**config.mk**
```make
export PLATFORM = sky130hd
export DESIGN_NAME = heat_cool_thermostat_lockout
export DESIGN_NICKNAME = d
export VERILOG_FILES = /design/src/rtl/core/htl_pkg.sv /design/src/rtl/core/heat_cool_thermostat_lockout.sv /design/src/rtl/core/htl_cfg.sv /design/src/rtl/core/htl_ctrl.sv /design/src/rtl/core/htl_secs.sv /design/src/rtl/core/htl_report.sv
export VERILOG_INCLUDE_DIRS = /design/src /design/src/rtl/core
export SDC_FILE = /design/constraint.sdc
export NUM_CORES = 2
export LEC_CHECK = 0
export BUFFER_PORTS_ARGS = -buffer_cell sky130_fd_sc_hd__buf_2
export CAP_MARGIN = 20
export CORE_MARGIN = 3
export CORE_UTILIZATION = 59
export CTS_CLUSTER_DIAMETER = 120
export DETAILED_ROUTE_END_ITERATION = 10
export PLACE_DENSITY = 0.87
export SLEW_MARGIN = 20
export SYNTH_ARGS = -nofsm -noshare
export SYNTH_HDL_FRONTEND = slang
export SYNTH_SLANG_ARGS = --single-unit
```
**constraint.sdc**
```tcl
create_clock -name clk -period 8.63 [get_ports clk]
set_input_delay 1.726 -clock clk [delete_from_list [all_inputs] [get_ports clk]]
set_output_delay 1.726 -clock clk [all_outputs]
set_load 0.02 [all_outputs]
```
**src/rtl/core/heat_cool_thermostat_lockout_assert.svh**
```systemverilog
// ----------------------------------------------------------------------------
// Thermostat lockout assertion macros
// Assertion helpers shared by the thermostat lockout RTL. Each macro expects
// clk and rst_n in scope and is empty when ASSERT_OFF is defined.
// ----------------------------------------------------------------------------
`ifndef HEAT_COOL_THERMOSTAT_LOCKOUT_ASSERT_SVH
`define HEAT_COOL_THERMOSTAT_LOCKOUT_ASSERT_SVH

`ifndef ASSERT_OFF

// The condition holds at every clock edge out of reset.
`define HTL_ASSERT_ALWAYS(lbl, cond, msg) \
  lbl: assert property (@(posedge clk) disable iff (!rst_n) (cond)) else $error(msg);

// Whenever the antecedent holds, the consequent holds in the same cycle.
`define HTL_ASSERT_IMPLY(lbl, ante, cons, msg) \
  lbl: assert property (@(posedge clk) disable iff (!rst_n) (ante) |-> (cons)) else $error(msg);

`else

`define HTL_ASSERT_ALWAYS(lbl, cond, msg)

`define HTL_ASSERT_IMPLY(lbl, ante, cons, msg)

`endif

`endif

```
**src/rtl/core/htl_pkg.sv**
```systemverilog
`timescale 1ns / 1ps
// ----------------------------------------------------------------------------
// Thermostat lockout package
// Shared widths, codes and item layouts of the heat/cool thermostat block.
// ----------------------------------------------------------------------------
package htl_pkg;

  localparam int unsigned MS_PER_SECOND_DEF = 1000;

  localparam int unsigned IN_W       = 64;
  localparam int unsigned OUT_W      = 32;
  localparam int unsigned CFG_IDX_W  = 3;
  localparam int unsigned CFG_DATA_W = 16;
  localparam int unsigned TIME_W     = 32;
  localparam int unsigned TEMP_W     = 15;
  localparam int unsigned REM_W      = 16;
  // Milliseconds still to run on a lock, less one: below 2^31.
  localparam int unsigned WAIT_W     = 31;

  typedef enum logic [2:0] {
    REG_MODE        = 3'd0,
    REG_MANUAL      = 3'd1,
    REG_SETPOINT    = 3'd2,
    REG_HYST        = 3'd3,
    REG_HEAT_DELAY  = 3'd4,
    REG_COOL_DELAY  = 3'd5,
    REG_SEC_ENABLE  = 3'd6,
    REG_SEC_HYST    = 3'd7
  } reg_idx_t;

  typedef enum logic [1:0] {
    MODE_OFF    = 2'd0,
    MODE_MANUAL = 2'd1,
    MODE_AUTO   = 2'd2
  } mode_t;

  typedef enum logic [1:0] {
    MAN_OFF  = 2'd0,
    MAN_HEAT = 2'd1,
    MAN_COOL = 2'd2
  } manual_t;

  typedef enum logic [3:0] {
    ST_IDLE      = 4'd0,
    ST_HEAT      = 4'd1,
    ST_COOL      = 4'd2,
    ST_MAN_OFF   = 4'd3,
    ST_MAN_HEAT  = 4'd4,
    ST_MAN_COOL  = 4'd5,
    ST_LOCK_HEAT = 4'd6,
    ST_LOCK_COOL = 4'd7,
    ST_FAULT     = 4'd8
  } state_code_t;

  typedef enum logic [2:0] {
    CAUSE_RESET     = 3'd0,
    CAUSE_IN_BAND   = 3'd1,
    CAUSE_INACTIVE  = 3'd2,
    CAUSE_HEAT_LIM  = 3'd3,
    CAUSE_COOL_LIM  = 3'd4,
    CAUSE_OTHER     = 3'd5
  } cause_t;

  typedef struct packed {
    logic [1:0]               mode;
    logic [1:0]               manual;
    logic signed [TEMP_W-1:0] setpoint;
    logic [10:0]              hyst;
    logic [TIME_W-1:0]        heat_delay_ms;
    logic [TIME_W-1:0]        cool_delay_ms;
    logic                     sec_enable;
    logic [12:0]              sec_hyst;
  } cfg_regs_t;

  // Input item, last field in the lowest bits.
  typedef struct packed {
    logic signed [TEMP_W-1:0] secondary_temp;
    logic                     secondary_valid;
    logic signed [TEMP_W-1:0] primary_temp;
    logic                     primary_valid;
    logic [TIME_W-1:0]        now_ms;
  } in_item_t;

  // Result item, last field in the lowest bits, padded to whole bytes.
  typedef struct packed {
    logic [2:0]       pad;
    logic             changed;
    logic [REM_W-1:0] lock_remaining_s;
    logic             auto_active;
    logic             cooling_demand;
    logic             heating_demand;
    logic             cooler_on;
    logic             heater_on;
    cause_t           idle_cause;
    state_code_t      state_code;
  } out_item_t;

  // Per-item outcome of the control stage, carried down the pipeline.
  typedef struct packed {
    state_code_t state;
    cause_t      cause;
    logic        heater;
    logic        cooler;
    logic        heat_dem;
    logic        cool_dem;
    logic        auto_act;
    logic        drive_chg;
    logic        rem_vld;
  } step_info_t;

endpackage

```
**src/rtl/core/heat_cool_thermostat_lockout.sv**
```systemverilog
`timescale 1ns / 1ps
// ----------------------------------------------------------------------------
// Heat/cool thermostat with lockout
// Takes one temperature sample item per clock and returns one result item
// for each, passed through an input register, the control stage that updates
// the heater and cooler drives, the chamber limits and the lock ends, a
// reciprocal multiply that turns the lock time still to run into seconds,
// and the result register. The pipeline stalls only when the result register
// is full and not taken. The lockout delays are held in milliseconds, scaled
// by MS_PER_SECOND as they are written, and the configuration registers are
// meant to be written while no item is in flight.
// ----------------------------------------------------------------------------
module heat_cool_thermostat_lockout #(
  parameter int unsigned MS_PER_SECOND = htl_pkg::MS_PER_SECOND_DEF
) (
  input  logic                           clk,
  input  logic                           rst_n,
  // now_ms[31:0], primary_valid[32], primary_temp[47:33],
  // secondary_valid[48], secondary_temp[63:49]
  input  logic                           in_tvalid,
  output logic                           in_tready,
  input  logic [htl_pkg::IN_W-1:0]       in_tdata,
  // state_code[3:0], idle_cause[6:4], heater_on[7], cooler_on[8],
  // heating_demand[9], cooling_demand[10], auto_active[11],
  // lock_remaining_s[27:12], changed[28], zero[31:29]
  output logic                           out_tvalid,
  input  logic                           out_tready,
  output logic [htl_pkg::OUT_W-1:0]      out_tdata,
  input  logic                           cfg_valid,
  output logic                           cfg_ready,
  input  logic [htl_pkg::CFG_IDX_W-1:0]  cfg_index,
  input  logic [htl_pkg::CFG_DATA_W-1:0] cfg_data
);

  htl_pkg::cfg_regs_t            cfg_regs;
  logic                          s1_valid, s1_ready;
  htl_pkg::step_info_t           s1_info;
  logic [htl_pkg::WAIT_W-1:0]    s1_wait;
  logic                          s2_valid, s2_ready;
  htl_pkg::step_info_t           s2_info;
  logic                          s2_sat;
  logic [htl_pkg::REM_W-1:0]     s2_quot;

  htl_cfg #(
    .MS_PER_SECOND (MS_PER_SECOND)
  ) u_cfg (
    .clk       (clk),
    .rst_n     (rst_n),
    .cfg_valid (cfg_valid),
    .cfg_ready (cfg_ready),
    .cfg_index (cfg_index),
    .cfg_data  (cfg_data),
    .cfg_regs  (cfg_regs)
  );

  htl_ctrl u_ctrl (
    .clk       (clk),
    .rst_n     (rst_n),
    .cfg_regs  (cfg_regs),
    .in_tvalid (in_tvalid),
    .in_tready (in_tready),
    .in_tdata  (in_tdata),
    .s1_valid  (s1_valid),
    .s1_ready  (s1_ready),
    .s1_info   (s1_info),
    .s1_wait   (s1_wait)
  );

  htl_secs #(
    .MS_PER_SECOND (MS_PER_SECOND)
  ) u_secs (
    .clk      (clk),
    .rst_n    (rst_n),
    .s1_valid (s1_valid),
    .s1_ready (s1_ready),
    .s1_info  (s1_info),
    .s1_wait  (s1_wait),
    .s2_valid (s2_valid),
    .s2_ready (s2_ready),
    .s2_info  (s2_info),
    .s2_sat   (s2_sat),
    .s2_quot  (s2_quot)
  );

  htl_report u_report (
    .clk        (clk),
    .rst_n      (rst_n),
    .s2_valid   (s2_valid),
    .s2_ready   (s2_ready),
    .s2_info    (s2_info),
    .s2_sat     (s2_sat),
    .s2_quot    (s2_quot),
    .out_tvalid (out_tvalid),
    .out_tready (out_tready),
    .out_tdata  (out_tdata)
  );

endmodule

```
**src/rtl/core/htl_cfg.sv**
```systemverilog
`timescale 1ns / 1ps
// ----------------------------------------------------------------------------
// Thermostat configuration registers
// Register file written through the configuration channel. Lockout delays
// are kept in milliseconds, converted as they are written.
// ----------------------------------------------------------------------------
module htl_cfg #(
  parameter int unsigned MS_PER_SECOND = htl_pkg::MS_PER_SECOND_DEF
) (
  input  logic                             clk,
  input  logic                             rst_n,
  input  logic                             cfg_valid,
  output logic                             cfg_ready,
  input  logic [htl_pkg::CFG_IDX_W-1:0]    cfg_index,
  input  logic [htl_pkg::CFG_DATA_W-1:0]   cfg_data,
  output htl_pkg::cfg_regs_t               cfg_regs
);

  localparam logic [htl_pkg::TIME_W-1:0] MS_K = htl_pkg::TIME_W'(MS_PER_SECOND);

  htl_pkg::cfg_regs_t regs_r;
  htl_pkg::cfg_regs_t regs_nxt;
  logic [htl_pkg::CFG_DATA_W+htl_pkg::TIME_W-1:0] delay_ms;

  assign cfg_ready = 1'b1;
  assign cfg_regs  = regs_r;

  // Delay times the tick rate, kept modulo 2^32.
  assign delay_ms = (htl_pkg::CFG_DATA_W+htl_pkg::TIME_W)'(cfg_data) *
                    (htl_pkg::CFG_DATA_W+htl_pkg::TIME_W)'(MS_K);

  always_comb begin
    regs_nxt = regs_r;
    if (cfg_valid) begin
      case (cfg_index)
        htl_pkg::REG_MODE:       regs_nxt.mode          = cfg_data[1:0];
        htl_pkg::REG_MANUAL:     regs_nxt.manual        = cfg_data[1:0];
        htl_pkg::REG_SETPOINT:   regs_nxt.setpoint      = cfg_data[14:0];
        htl_pkg::REG_HYST:       regs_nxt.hyst          = cfg_data[10:0];
        htl_pkg::REG_HEAT_DELAY: regs_nxt.heat_delay_ms = delay_ms[htl_pkg::TIME_W-1:0];
        htl_pkg::REG_COOL_DELAY: regs_nxt.cool_delay_ms = delay_ms[htl_pkg::TIME_W-1:0];
        htl_pkg::REG_SEC_ENABLE: regs_nxt.sec_enable    = cfg_data[0];
        htl_pkg::REG_SEC_HYST:   regs_nxt.sec_hyst      = cfg_data[12:0];
        default:                 regs_nxt = regs_r;
      endcase
    end
  end

  always_ff @(posedge clk) begin
    if (!rst_n) begin
      regs_r.mode          <= htl_pkg::MODE_OFF;
      regs_r.manual        <= htl_pkg::MAN_OFF;
      regs_r.setpoint      <= 15'sd2000;
      regs_r.hyst          <= 11'd50;
      regs_r.heat_delay_ms <= '0;
      regs_r.cool_delay_ms <= '0;
      regs_r.sec_enable    <= 1'b0;
      regs_r.sec_hyst      <= 13'd500;
    end else begin
      regs_r <= regs_nxt;
    end
  end

endmodule

```
**src/rtl/core/htl_ctrl.sv**
```systemverilog
`timescale 1ns / 1ps
// ----------------------------------------------------------------------------
// Thermostat control stage
// Input register, then the mode, hysteresis, chamber limit and lockout logic
// that updates the drive state once per item and registers the outcome.
// ----------------------------------------------------------------------------
`include "heat_cool_thermostat_lockout_assert.svh"

module htl_ctrl (
  input  logic                           clk,
  input  logic                           rst_n,
  input  htl_pkg::cfg_regs_t             cfg_regs,
  input  logic                           in_tvalid,
  output logic                           in_tready,
  input  logic [htl_pkg::IN_W-1:0]       in_tdata,
  output logic                           s1_valid,
  input  logic                           s1_ready,
  output htl_pkg::step_info_t            s1_info,
  output logic [htl_pkg::WAIT_W-1:0]     s1_wait
);

  logic                          s0_valid_r, s0_valid_nxt;
  logic [htl_pkg::IN_W-1:0]      s0_data_r;
  logic                          s1_valid_r, s1_valid_nxt;
  htl_pkg::step_info_t           s1_info_r, info_nxt;
  logic [htl_pkg::WAIT_W-1:0]    s1_wait_r, wait_nxt;
  logic                          s1_en, step;

  logic                          heater_r, heater_nxt;
  logic                          cooler_r, cooler_nxt;
  logic [htl_pkg::TIME_W-1:0]    heat_lock_r, heat_lock_nxt;
  logic [htl_pkg::TIME_W-1:0]    cool_lock_r, cool_lock_nxt;
  logic                          heat_lim_r, heat_lim_nxt;
  logic                          cool_lim_r, cool_lim_nxt;

  htl_pkg::in_item_t             item;

  // A lock is running when its end is set and lies less than 2^31 ms ahead.
  function automatic logic lock_active(input logic [31:0] lk_end, input logic [31:0] now);
    logic [31:0] d;
    d = lk_end - now;
    return (lk_end != '0) && (d != '0) && !d[31];
  endfunction

  function automatic logic later(input logic [31:0] a, input logic [31:0] b);
    logic [31:0] d;
    d = a - b;
    return (d != '0) && !d[31];
  endfunction

  assign item      = htl_pkg::in_item_t'(s0_data_r);
  assign s1_en     = !s1_valid_r || s1_ready;
  assign in_tready = !s0_valid_r || s1_en;
  assign step      = s1_en && s0_valid_r;

  assign s1_valid  = s1_valid_r;
  assign s1_info   = s1_info_r;
  assign s1_wait   = s1_wait_r;

  assign s0_valid_nxt = in_tready ? in_tvalid : s0_valid_r;
  assign s1_valid_nxt = s1_en ? s0_valid_r : s1_valid_r;

  always_comb begin
    logic [31:0]        heat_end, cool_end, lk_end, d;
    logic               heat_busy, cool_busy;
    logic               want_h, want_c, want_o, rem_heat, rem_cool;
    logic               hd, cd;
    htl_pkg::state_code_t on_state;
    logic signed [16:0] pt_x, sp_x, hy_x;
    logic signed [18:0] sec_x, sec2_x, sp1_x, sp2_x, sh_x;

    heat_end  = item.now_ms + cfg_regs.heat_delay_ms;
    cool_end  = item.now_ms + cfg_regs.cool_delay_ms;
    heat_busy = lock_active(heat_lock_r, item.now_ms);
    cool_busy = lock_active(cool_lock_r, item.now_ms);

    pt_x   = {{2{item.primary_temp[14]}}, item.primary_temp};
    sp_x   = {{2{cfg_regs.setpoint[14]}}, cfg_regs.setpoint};
    hy_x   = {6'b0, cfg_regs.hyst};
    sec_x  = {{4{item.secondary_temp[14]}}, item.secondary_temp};
    sec2_x = {{3{item.secondary_temp[14]}}, item.secondary_temp, 1'b0};
    sp1_x  = {{4{cfg_regs.setpoint[14]}}, cfg_regs.setpoint};
    sp2_x  = {{3{cfg_regs.setpoint[14]}}, cfg_regs.setpoint, 1'b0};
    sh_x   = {6'b0, cfg_regs.sec_hyst};

    heater_nxt    = heater_r;
    cooler_nxt    = cooler_r;
    heat_lock_nxt = heat_lock_r;
    cool_lock_nxt = cool_lock_r;
    heat_lim_nxt  = heat_lim_r;
    cool_lim_nxt  = cool_lim_r;

    want_h   = 1'b0;
    want_c   = 1'b0;
    want_o   = 1'b0;
    rem_heat = 1'b0;
    rem_cool = 1'b0;
    hd       = 1'b0;
    cd       = 1'b0;
    on_state = htl_pkg::ST_IDLE;

    info_nxt          = '0;
    info_nxt.state    = htl_pkg::ST_IDLE;
    info_nxt.cause    = htl_pkg::CAUSE_OTHER;

    if (!item.primary_valid) begin
      heater_nxt     = 1'b0;
      cooler_nxt     = 1'b0;
      info_nxt.state = htl_pkg::ST_FAULT;
    end else if (cfg_regs.mode == htl_pkg::MODE_MANUAL) begin
      case (cfg_regs.manual)
        htl_pkg::MAN_HEAT: begin
          want_h   = 1'b1;
          on_state = htl_pkg::ST_MAN_HEAT;
        end
        htl_pkg::MAN_COOL: begin
          want_c   = 1'b1;
          on_state = htl_pkg::ST_MAN_COOL;
        end
        default: begin
          want_o         = 1'b1;
          info_nxt.state = htl_pkg::ST_MAN_OFF;
        end
      endcase
    end else if (cfg_regs.mode != htl_pkg::MODE_AUTO) begin
      want_o         = 1'b1;
      info_nxt.cause = htl_pkg::CAUSE_INACTIVE;
    end else begin
      info_nxt.auto_act = 1'b1;
      hd = (pt_x <= sp_x - hy_x);
      cd = !hd && (pt_x >= sp_x + hy_x);

      // Chamber limits latch beyond the band and release at half of it;
      // the release compare is done on doubled values.
      if (!cfg_regs.sec_enable || !item.secondary_valid) begin
        heat_lim_nxt = 1'b0;
        cool_lim_nxt = 1'b0;
      end else begin
        if (cool_lim_r) begin
          cool_lim_nxt = !(sec2_x > sp2_x - sh_x);
        end else begin
          cool_lim_nxt = (sec_x < sp1_x - sh_x);
        end
        if (heat_lim_r) begin
          heat_lim_nxt = !(sec2_x < sp2_x + sh_x);
        end else begin
          heat_lim_nxt = (sec_x > sp1_x + sh_x);
        end
      end

      if (hd && heat_lim_nxt) begin
        heater_nxt     = 1'b0;
        info_nxt.cause = htl_pkg::CAUSE_HEAT_LIM;
      end else if (cd && cool_lim_nxt) begin
        cooler_nxt     = 1'b0;
        info_nxt.cause = htl_pkg::CAUSE_COOL_LIM;
      end else if (hd) begin
        want_h   = 1'b1;
        on_state = htl_pkg::ST_HEAT;
      end else if (cd) begin
        want_c   = 1'b1;
        on_state = htl_pkg::ST_COOL;
      end else begin
        want_o         = 1'b1;
        info_nxt.cause = htl_pkg::CAUSE_IN_BAND;
      end
    end

    // A running heat lock holds off heating; a cooler that is still on is
    // dropped and may push the lock further out.
    if (want_h) begin
      if (heat_busy) begin
        if (cooler_r) begin
          cooler_nxt = 1'b0;
          if (later(heat_end, heat_lock_r)) begin
            heat_lock_nxt = heat_end;
          end
        end
        info_nxt.state = htl_pkg::ST_LOCK_HEAT;
        rem_heat       = 1'b1;
      end else begin
        if (!heater_r) begin
          heater_nxt    = 1'b1;
          cool_lock_nxt = cool_end;
        end
        cooler_nxt     = 1'b0;
        info_nxt.state = on_state;
      end
    end

    if (want_c) begin
      if (cool_busy) begin
        if (heater_r) begin
          heater_nxt = 1'b0;
          if (later(cool_end, cool_lock_r)) begin
            cool_lock_nxt = cool_end;
          end
        end
        info_nxt.state = htl_pkg::ST_LOCK_COOL;
        rem_cool       = 1'b1;
      end else begin
        if (!cooler_r) begin
          cooler_nxt    = 1'b1;
          heat_lock_nxt = heat_end;
        end
        heater_nxt     = 1'b0;
        info_nxt.state = on_state;
      end
    end

    if (want_o) begin
      if (heater_r) begin
        heater_nxt    = 1'b0;
        cool_lock_nxt = cool_end;
      end
      if (cooler_r) begin
        cooler_nxt    = 1'b0;
        heat_lock_nxt = heat_end;
      end
    end

    lk_end = rem_heat ? heat_lock_nxt : cool_lock_nxt;
    d      = lk_end - item.now_ms;
    info_nxt.rem_vld   = (rem_heat || rem_cool) && lock_active(lk_end, item.now_ms);
    wait_nxt           = d[htl_pkg::WAIT_W-1:0] - htl_pkg::WAIT_W'(1);

    info_nxt.heat_dem  = hd;
    info_nxt.cool_dem  = cd;
    info_nxt.heater    = heater_nxt;
    info_nxt.cooler    = cooler_nxt;
    info_nxt.drive_chg = (heater_nxt != heater_r) || (cooler_nxt != cooler_r);
  end

  always_ff @(posedge clk) begin
    if (!rst_n) begin
      s0_valid_r  <= 1'b0;
      s1_valid_r  <= 1'b0;
      heater_r    <= 1'b0;
      cooler_r    <= 1'b0;
      heat_lock_r <= '0;
      cool_lock_r <= '0;
      heat_lim_r  <= 1'b0;
      cool_lim_r  <= 1'b0;
    end else begin
      s0_valid_r <= s0_valid_nxt;
      s1_valid_r <= s1_valid_nxt;
      if (step) begin
        heater_r    <= heater_nxt;
        cooler_r    <= cooler_nxt;
        heat_lock_r <= heat_lock_nxt;
        cool_lock_r <= cool_lock_nxt;
        heat_lim_r  <= heat_lim_nxt;
        cool_lim_r  <= cool_lim_nxt;
      end
    end
  end

  always_ff @(posedge clk) begin
    if (in_tready && in_tvalid) begin
      s0_data_r <= in_tdata;
    end
    if (step) begin
      s1_info_r <= info_nxt;
      s1_wait_r <= wait_nxt;
    end
  end

  `HTL_ASSERT_ALWAYS(a_drives_exclusive, !(heater_r && cooler_r), "heater and cooler both driven")
  `HTL_ASSERT_IMPLY(a_fault_off, s1_valid_r && s1_info_r.state == htl_pkg::ST_FAULT, !s1_info_r.heater && !s1_info_r.cooler, "fault item with a drive on")
  `HTL_ASSERT_IMPLY(a_drive_match, s1_valid_r, s1_info_r.heater == heater_r && s1_info_r.cooler == cooler_r, "reported drives differ from drive state")

endmodule

```
**src/rtl/core/htl_secs.sv**
```systemverilog
`timescale 1ns / 1ps
// ----------------------------------------------------------------------------
// Thermostat remaining-seconds divider
// Divides the lock time still to run by the tick rate with a registered
// reciprocal multiply, and flags values that saturate the seconds field.
// ----------------------------------------------------------------------------
module htl_secs #(
  parameter int unsigned MS_PER_SECOND = htl_pkg::MS_PER_SECOND_DEF
) (
  input  logic                          clk,
  input  logic                          rst_n,
  input  logic                          s1_valid,
  output logic                          s1_ready,
  input  htl_pkg::step_info_t           s1_info,
  input  logic [htl_pkg::WAIT_W-1:0]    s1_wait,
  output logic                          s2_valid,
  input  logic                          s2_ready,
  output htl_pkg::step_info_t           s2_info,
  output logic                          s2_sat,
  output logic [htl_pkg::REM_W-1:0]     s2_quot
);

  localparam int unsigned L_BITS = $clog2(MS_PER_SECOND);
  localparam int unsigned SHIFT  = htl_pkg::WAIT_W + L_BITS;
  localparam int unsigned PROD_W = 2 * htl_pkg::WAIT_W + 1;
  // Rounded-up reciprocal: exact floor division for every 31-bit dividend.
  localparam logic [63:0] RECIP_WIDE =
    ((64'd1 << SHIFT) + 64'(MS_PER_SECOND) - 64'd1) / 64'(MS_PER_SECOND);
  localparam logic [htl_pkg::WAIT_W:0] RECIP = RECIP_WIDE[htl_pkg::WAIT_W:0];
  // Below this many milliseconds less one the quotient fits 65534.
  localparam logic [47:0] SAT_MS = 48'(MS_PER_SECOND) * 48'd65535;

  logic                     s2_valid_r, s2_valid_nxt;
  htl_pkg::step_info_t      info_r;
  logic                     sat_r, sat_nxt;
  logic [PROD_W-1:0]        prod_r, prod_nxt;
  logic [PROD_W-1:0]        quot_full;
  logic                     en;

  assign en           = !s2_valid_r || s2_ready;
  assign s1_ready     = en;
  assign s2_valid_nxt = en ? s1_valid : s2_valid_r;

  assign prod_nxt  = PROD_W'(s1_wait) * PROD_W'(RECIP);
  assign sat_nxt   = (48'(s1_wait) >= SAT_MS);
  assign quot_full = prod_r >> SHIFT;

  assign s2_valid = s2_valid_r;
  assign s2_info  = info_r;
  assign s2_sat   = sat_r;
  assign s2_quot  = quot_full[htl_pkg::REM_W-1:0];

  always_ff @(posedge clk) begin
    if (!rst_n) begin
      s2_valid_r <= 1'b0;
    end else begin
      s2_valid_r <= s2_valid_nxt;
    end
  end

  always_ff @(posedge clk) begin
    if (en && s1_valid) begin
      info_r <= s1_info;
      sat_r  <= sat_nxt;
      prod_r <= prod_nxt;
    end
  end

endmodule

```
**src/rtl/core/htl_report.sv**
```systemverilog
`timescale 1ns / 1ps
// ----------------------------------------------------------------------------
// Thermostat result stage
// Rounds the remaining lock time up to whole seconds, works out the change
// flag against the previous result and holds the result item for output.
// ----------------------------------------------------------------------------
`include "heat_cool_thermostat_lockout_assert.svh"

module htl_report (
  input  logic                          clk,
  input  logic                          rst_n,
  input  logic                          s2_valid,
  output logic                          s2_ready,
  input  htl_pkg::step_info_t           s2_info,
  input  logic                          s2_sat,
  input  logic [htl_pkg::REM_W-1:0]     s2_quot,
  output logic                          out_tvalid,
  input  logic                          out_tready,
  output logic [htl_pkg::OUT_W-1:0]     out_tdata
);

  logic                          out_valid_r, out_valid_nxt;
  htl_pkg::out_item_t            out_item_r, out_item_nxt;
  htl_pkg::state_code_t          last_state_r;
  htl_pkg::cause_t               last_cause_r;
  logic [htl_pkg::REM_W-1:0]     last_rem_r;
  logic [htl_pkg::REM_W-1:0]     rem;
  logic                          en, load;

  assign en            = !out_valid_r || out_tready;
  assign load          = en && s2_valid;
  assign s2_ready      = en;
  assign out_valid_nxt = en ? s2_valid : out_valid_r;

  always_comb begin
    if (!s2_info.rem_vld) begin
      rem = '0;
    end else if (s2_sat) begin
      rem = '1;
    end else begin
      rem = s2_quot + htl_pkg::REM_W'(1);
    end

    out_item_nxt                  = '0;
    out_item_nxt.state_code       = s2_info.state;
    out_item_nxt.idle_cause       = s2_info.cause;
    out_item_nxt.heater_on        = s2_info.heater;
    out_item_nxt.cooler_on        = s2_info.cooler;
    out_item_nxt.heating_demand   = s2_info.heat_dem;
    out_item_nxt.cooling_demand   = s2_info.cool_dem;
    out_item_nxt.auto_active      = s2_info.auto_act;
    out_item_nxt.lock_remaining_s = rem;
    out_item_nxt.changed          = s2_info.drive_chg || (s2_info.state != last_state_r) ||
                                    (s2_info.cause != last_cause_r) || (rem != last_rem_r);
  end

  assign out_tvalid = out_valid_r;
  assign out_tdata  = out_item_r;

  always_ff @(posedge clk) begin
    if (!rst_n) begin
      out_valid_r  <= 1'b0;
      last_state_r <= htl_pkg::ST_IDLE;
      last_cause_r <= htl_pkg::CAUSE_RESET;
      last_rem_r   <= '0;
    end else begin
      out_valid_r <= out_valid_nxt;
      if (load) begin
        last_state_r <= s2_info.state;
        last_cause_r <= s2_info.cause;
        last_rem_r   <= rem;
      end
    end
  end

  always_ff @(posedge clk) begin
    if (load) begin
      out_item_r <= out_item_nxt;
    end
  end

  `HTL_ASSERT_IMPLY(a_rem_only_locked, out_valid_r && out_item_r.lock_remaining_s != '0, out_item_r.state_code == htl_pkg::ST_LOCK_HEAT || out_item_r.state_code == htl_pkg::ST_LOCK_COOL, "remaining seconds outside a lock state")

endmodule
```
==> results.txt <==
The number of warnings issued by yosys came out at 0. For this design the top-level I/O count stands at between 100 and 150. The worst setup slack after layout came out at -1.74 ns.

The share of synthesized area occupied by flip-flops and latches came out at roughly a fifth. The class of the tightest hold or removal check is reg -> reg. Once detail routing completed, the nets flagged for antenna violations numbered 0. TritonCTS built the clock tree. The total clock buffers created by CTS is 44. In this run the biggest area consumer among cell types represents 21.5% of the synthesized area. Along the worst path, the maximum fanout reaches 4. The overall power after layout came out at ~17 mW. For this design the static power due to leakage is between 20 and 30 nW. CTS built an H-tree with a depth of 2. The later-pin clock latency in the skew report is about 0.63 ns. The floorplan step defined a die boundary enclosing roughly 83,000 um^2. The share of cells above drive strength 1 is between 20% and 30%. During placement, the flow inserted port buffers numbering around 120. The number of different library cells in the post-synthesis netlist came out at approximately 100. The max capacitance violation total is 1. The post-synthesis area per instance came out at 8.98 um^2. The all-layer global routing usage is about 41%. The clock arrives with 0.0478 ns of skew. For this block, the initial DRC count from the detailed router was about 5,600. The transition time of the tightest slew-check pin came out at approximately 1.6 ns. The filler cell count came out at ~5,200.

The biggest area contributor in the post-synthesis netlist is ha_1. The pre-antenna-repair detailed-routing pass consisted of 11 iterations. The mapped netlist covers between 40,000 and 50,000 um^2. The first-pass GRT wire length came out at between 200,000 and 300,000 um. In this run, synthesis produced a sequential element count of ~350. The data required time of the critical path came out at approximately 9.0 ns. The post-route non-filler standard cell count is approximately 7,000. The critical path data arrival time is between 10 and 15 ns. In this run the most critical hold path is launched from u_ctrl.s1_info[2].

After synthesis, the cell types taking the most area are ha_1 (22%), fa_1 (15%), edfxtp_1 (11%), dfxtp_1 (7.9%), inv_1 (5.7%). The number of max-slew violations in the final report came out at 2. In this run the critical register-to-register path is launched from u_ctrl.s1_wait[17]. The most used flip-flop cell after synthesis is dfxtp_1.

The final net count is around 7,400. The final weighted congestion in routability-driven placement is 1.11. The final clock period utilization by the worst path came out at 120%. After floorplanning, the core was sized to cover 78,100 um^2. The synthesized design contains between 150 and 200 enable-type register cells.

The maximum count of clock buffers along a single path came out at 3. The register cell area after layout is a little under 9000 um^2. The area overhead of the layout relative to synthesis came out at 22.9%. The number of endpoints failing setup at the final stage came out at 41. The hold violation total from the final report came to 0. The worst setup path is captured at a flop. The clock sink count came out at ~350. The tree is rooted in a clkbuf_16.

The checks that failed: DRC, capacitance limit, slew limit, setup timing. The die boundary height came out at approximately 290 um. After clock tree synthesis, the clock-pin slew on the worst setup and hold paths is 0.07 ns.

The floorplan die width came out at between 200 and 300 um. The initial antenna violation count is 15. The final critical path time including I/O delays and setup came out at between 10 and 15 ns. The area of placed instances came out at ~54,000 um^2.

In this run the core area contains ~100 standard-cell rows. The share of synthesized flip-flops with an asynchronous set or reset is 0%. The minimum hold slack came out at ~0.42 ns.

VDD sags by at most between 0.0005 and 0.0006 V. For this block, the via count after detailed routing is 45,700. For this run, design rule violations remaining after detail routing come to 1.

The post-layout instance area is 57,500 um^2. The wire length after detailed routing is around 180,000 um. Synthesis produced around 5,200 cells. Derived from the worst setup path, the maximum achievable clock frequency is a little under 100 MHz. Once the floorplan was initialized, standard cells occupied 60.0% of the core. Tracing the worst setup path back leads to its startpoint at u_ctrl.s1_wait[17].

STA classifies the critical path startpoint as a flop. Timing analysis after detailed placement gives a worst setup slack of -1.10 ns. The area used by multi-input combinational logic came out at 35,900 um^2.

In the final routed layout, each cell accounts on average for between 20 and 25 um. The power density over cell area came out at 300 nW/um^2. The run finished, with violations left.

The pin count of the biggest net entering global routing is 119. The critical path in this run is classified as reg -> reg. The global route total overflow is 0.

The detailed-placement wirelength estimate came out at roughly 130,000 um. Setup repair after global routing could not meet its margin everywhere. The mean number of vias per cell is 6.34. The max-slew headroom at the worst pin is -8.19%. The via count of the first global-routing pass is between 40,000 and 50,000. The number of placed instances, taps included came out at 7,040.
[cell families after synthesis]
family | Yosys count | share of synthesized area [%]
adder cells (fa/ha/maj) | 1156 | 36.5
multiplexers | 127 | 2.73
other | 2 | 0.0160
XOR/XNOR | 282 | 5.30
AO/OA/AOI/OAI | 1082 | 15.5
flip-flops | 354 | 18.7
buffers and inverters | 845 | 6.97
AND/OR/NAND/NOR | 1367 | 14.3
[worst paths after layout]
kind / end / slack (ns) / depth (start not counted)
max: u_secs.prod_r[56] / -1.74 / 26
max reg2reg: u_secs.prod_r[56] / -1.74 / 26
min reg2reg: u_secs.s2_info[2] / 0.42 / 0
min: u_secs.s2_info[2] / 0.42 / 0
[worst max-delay path, stage by stage (launching register included)]
cell       delay (ns)
edfxtp_1         1.18
ha_1             0.46
fa_1             0.41
fa_1             0.63
fa_1             0.73
fa_1             0.84
inv_1            0.13
fa_1             0.58
inv_1            0.06
fa_1             0.50
fa_1             0.44
ha_1             0.38
nand4_1          0.49
a2111oi_2        0.62
buf_4            0.20
nor2_1           0.08
o211ai_1         0.29
nand2_2          0.22
or3_1            0.50
a31oi_4          0.21
a41oi_4          0.19
nor3_2           0.23
o31a_1           0.25
o21ai_0          0.12
nand2b_1         0.12
a21oi_1          0.09
xnor2_1          0.14
[metal layers]
layer | vias to the layer above | GRT usage, % | part of all wire (%)
li1 | 19900 | - | -
met1 | 21500 | 47.5 | 35
met2 | 3105 | 64.3 | 43
met3 | 1196 | 12.4 | 12
met4 | 26 | 28.7 | 9.6
met5 | - | 2.02 | 0.51
[power by group]
part,switching [mW],internal (mW),total (mW)
Combinational,7.75,5.30,13.1
Clock,0.887,1.17,2.06
Sequential,0.140,2.01,2.15
Total,8.78,8.48,17.3
[final cells by class]
class	instances	share of cell area, %
clock inverters	29	0.696
multi-input cells	4018	62.4
clock buffers	53	2.06
flip-flops and latches	354	15.3
repair buffers	1003	12.7
well taps	1040	2.26
inverters	706	4.61
diodes	12	0.0522
[synth_stat cells (53+ instances only)]
library cell    n
a21boi_0      124
a21o_1         91
a21oi_1       280
clkbuf_1      110
dfxtp_1       185
edfxtp_1      169
fa_1          350
ha_1          806
inv_1         706
mux2i_1       122
nand2_1       442
nand2b_1       65
nand3_1       119
nand4_1        69
nor2_1        263
nor2b_1        88
nor3_1         88
nor4_1         53
o21a_1         57
o21ai_0       179
xnor2_1       197
xor2_1         84
[registers in the layout, indices dropped and copies added (netlist names), 3 cells and up]
name and flops:
u_cfg.cfg_regs 90, u_ctrl.item 64, u_ctrl.cool_lock_r 32, u_ctrl.heat_lock_r 32, u_ctrl.s1_wait 31, u_report.out_tdata 29, u_report.last_rem_r 16, u_secs.prod_r 16
u_ctrl.s1_info 14, u_secs.s2_info 14, u_report.last_state_r 4, u_report.last_cause_r 3
[what timing repair did]
action,in CTS,in global routing
pin swaps,74,55
resized for setup,108,103
buffers inserted,40,47
hold buffers,0,0
setup endpoints to repair,29,34
endpoints found under the hold margin,0,0
[per-stage QoR]
step	util [%]	TNS (ns)
floorplan	-	-0.699
global placement	69.6	-7.16
detailed placement	69.6	-13.85
CTS	72.6	-7.58
global route	73.7	-50.45
finish	73.7	-35.44
[placed cells by master, fill, tap and decap left out, drive strengths merged, types with 92 or more instances in the layout]
cell    instances
fa            350
inv           714
xnor2         197
o21ai         184
buf          1003
dfxtp         185
ha            806
nand3         119
nor2          264
a21oi         284
a21o           92
a21boi        127
nand2         442
edfxtp        169
mux2i         123
Power figures use the tool's default switching activity.
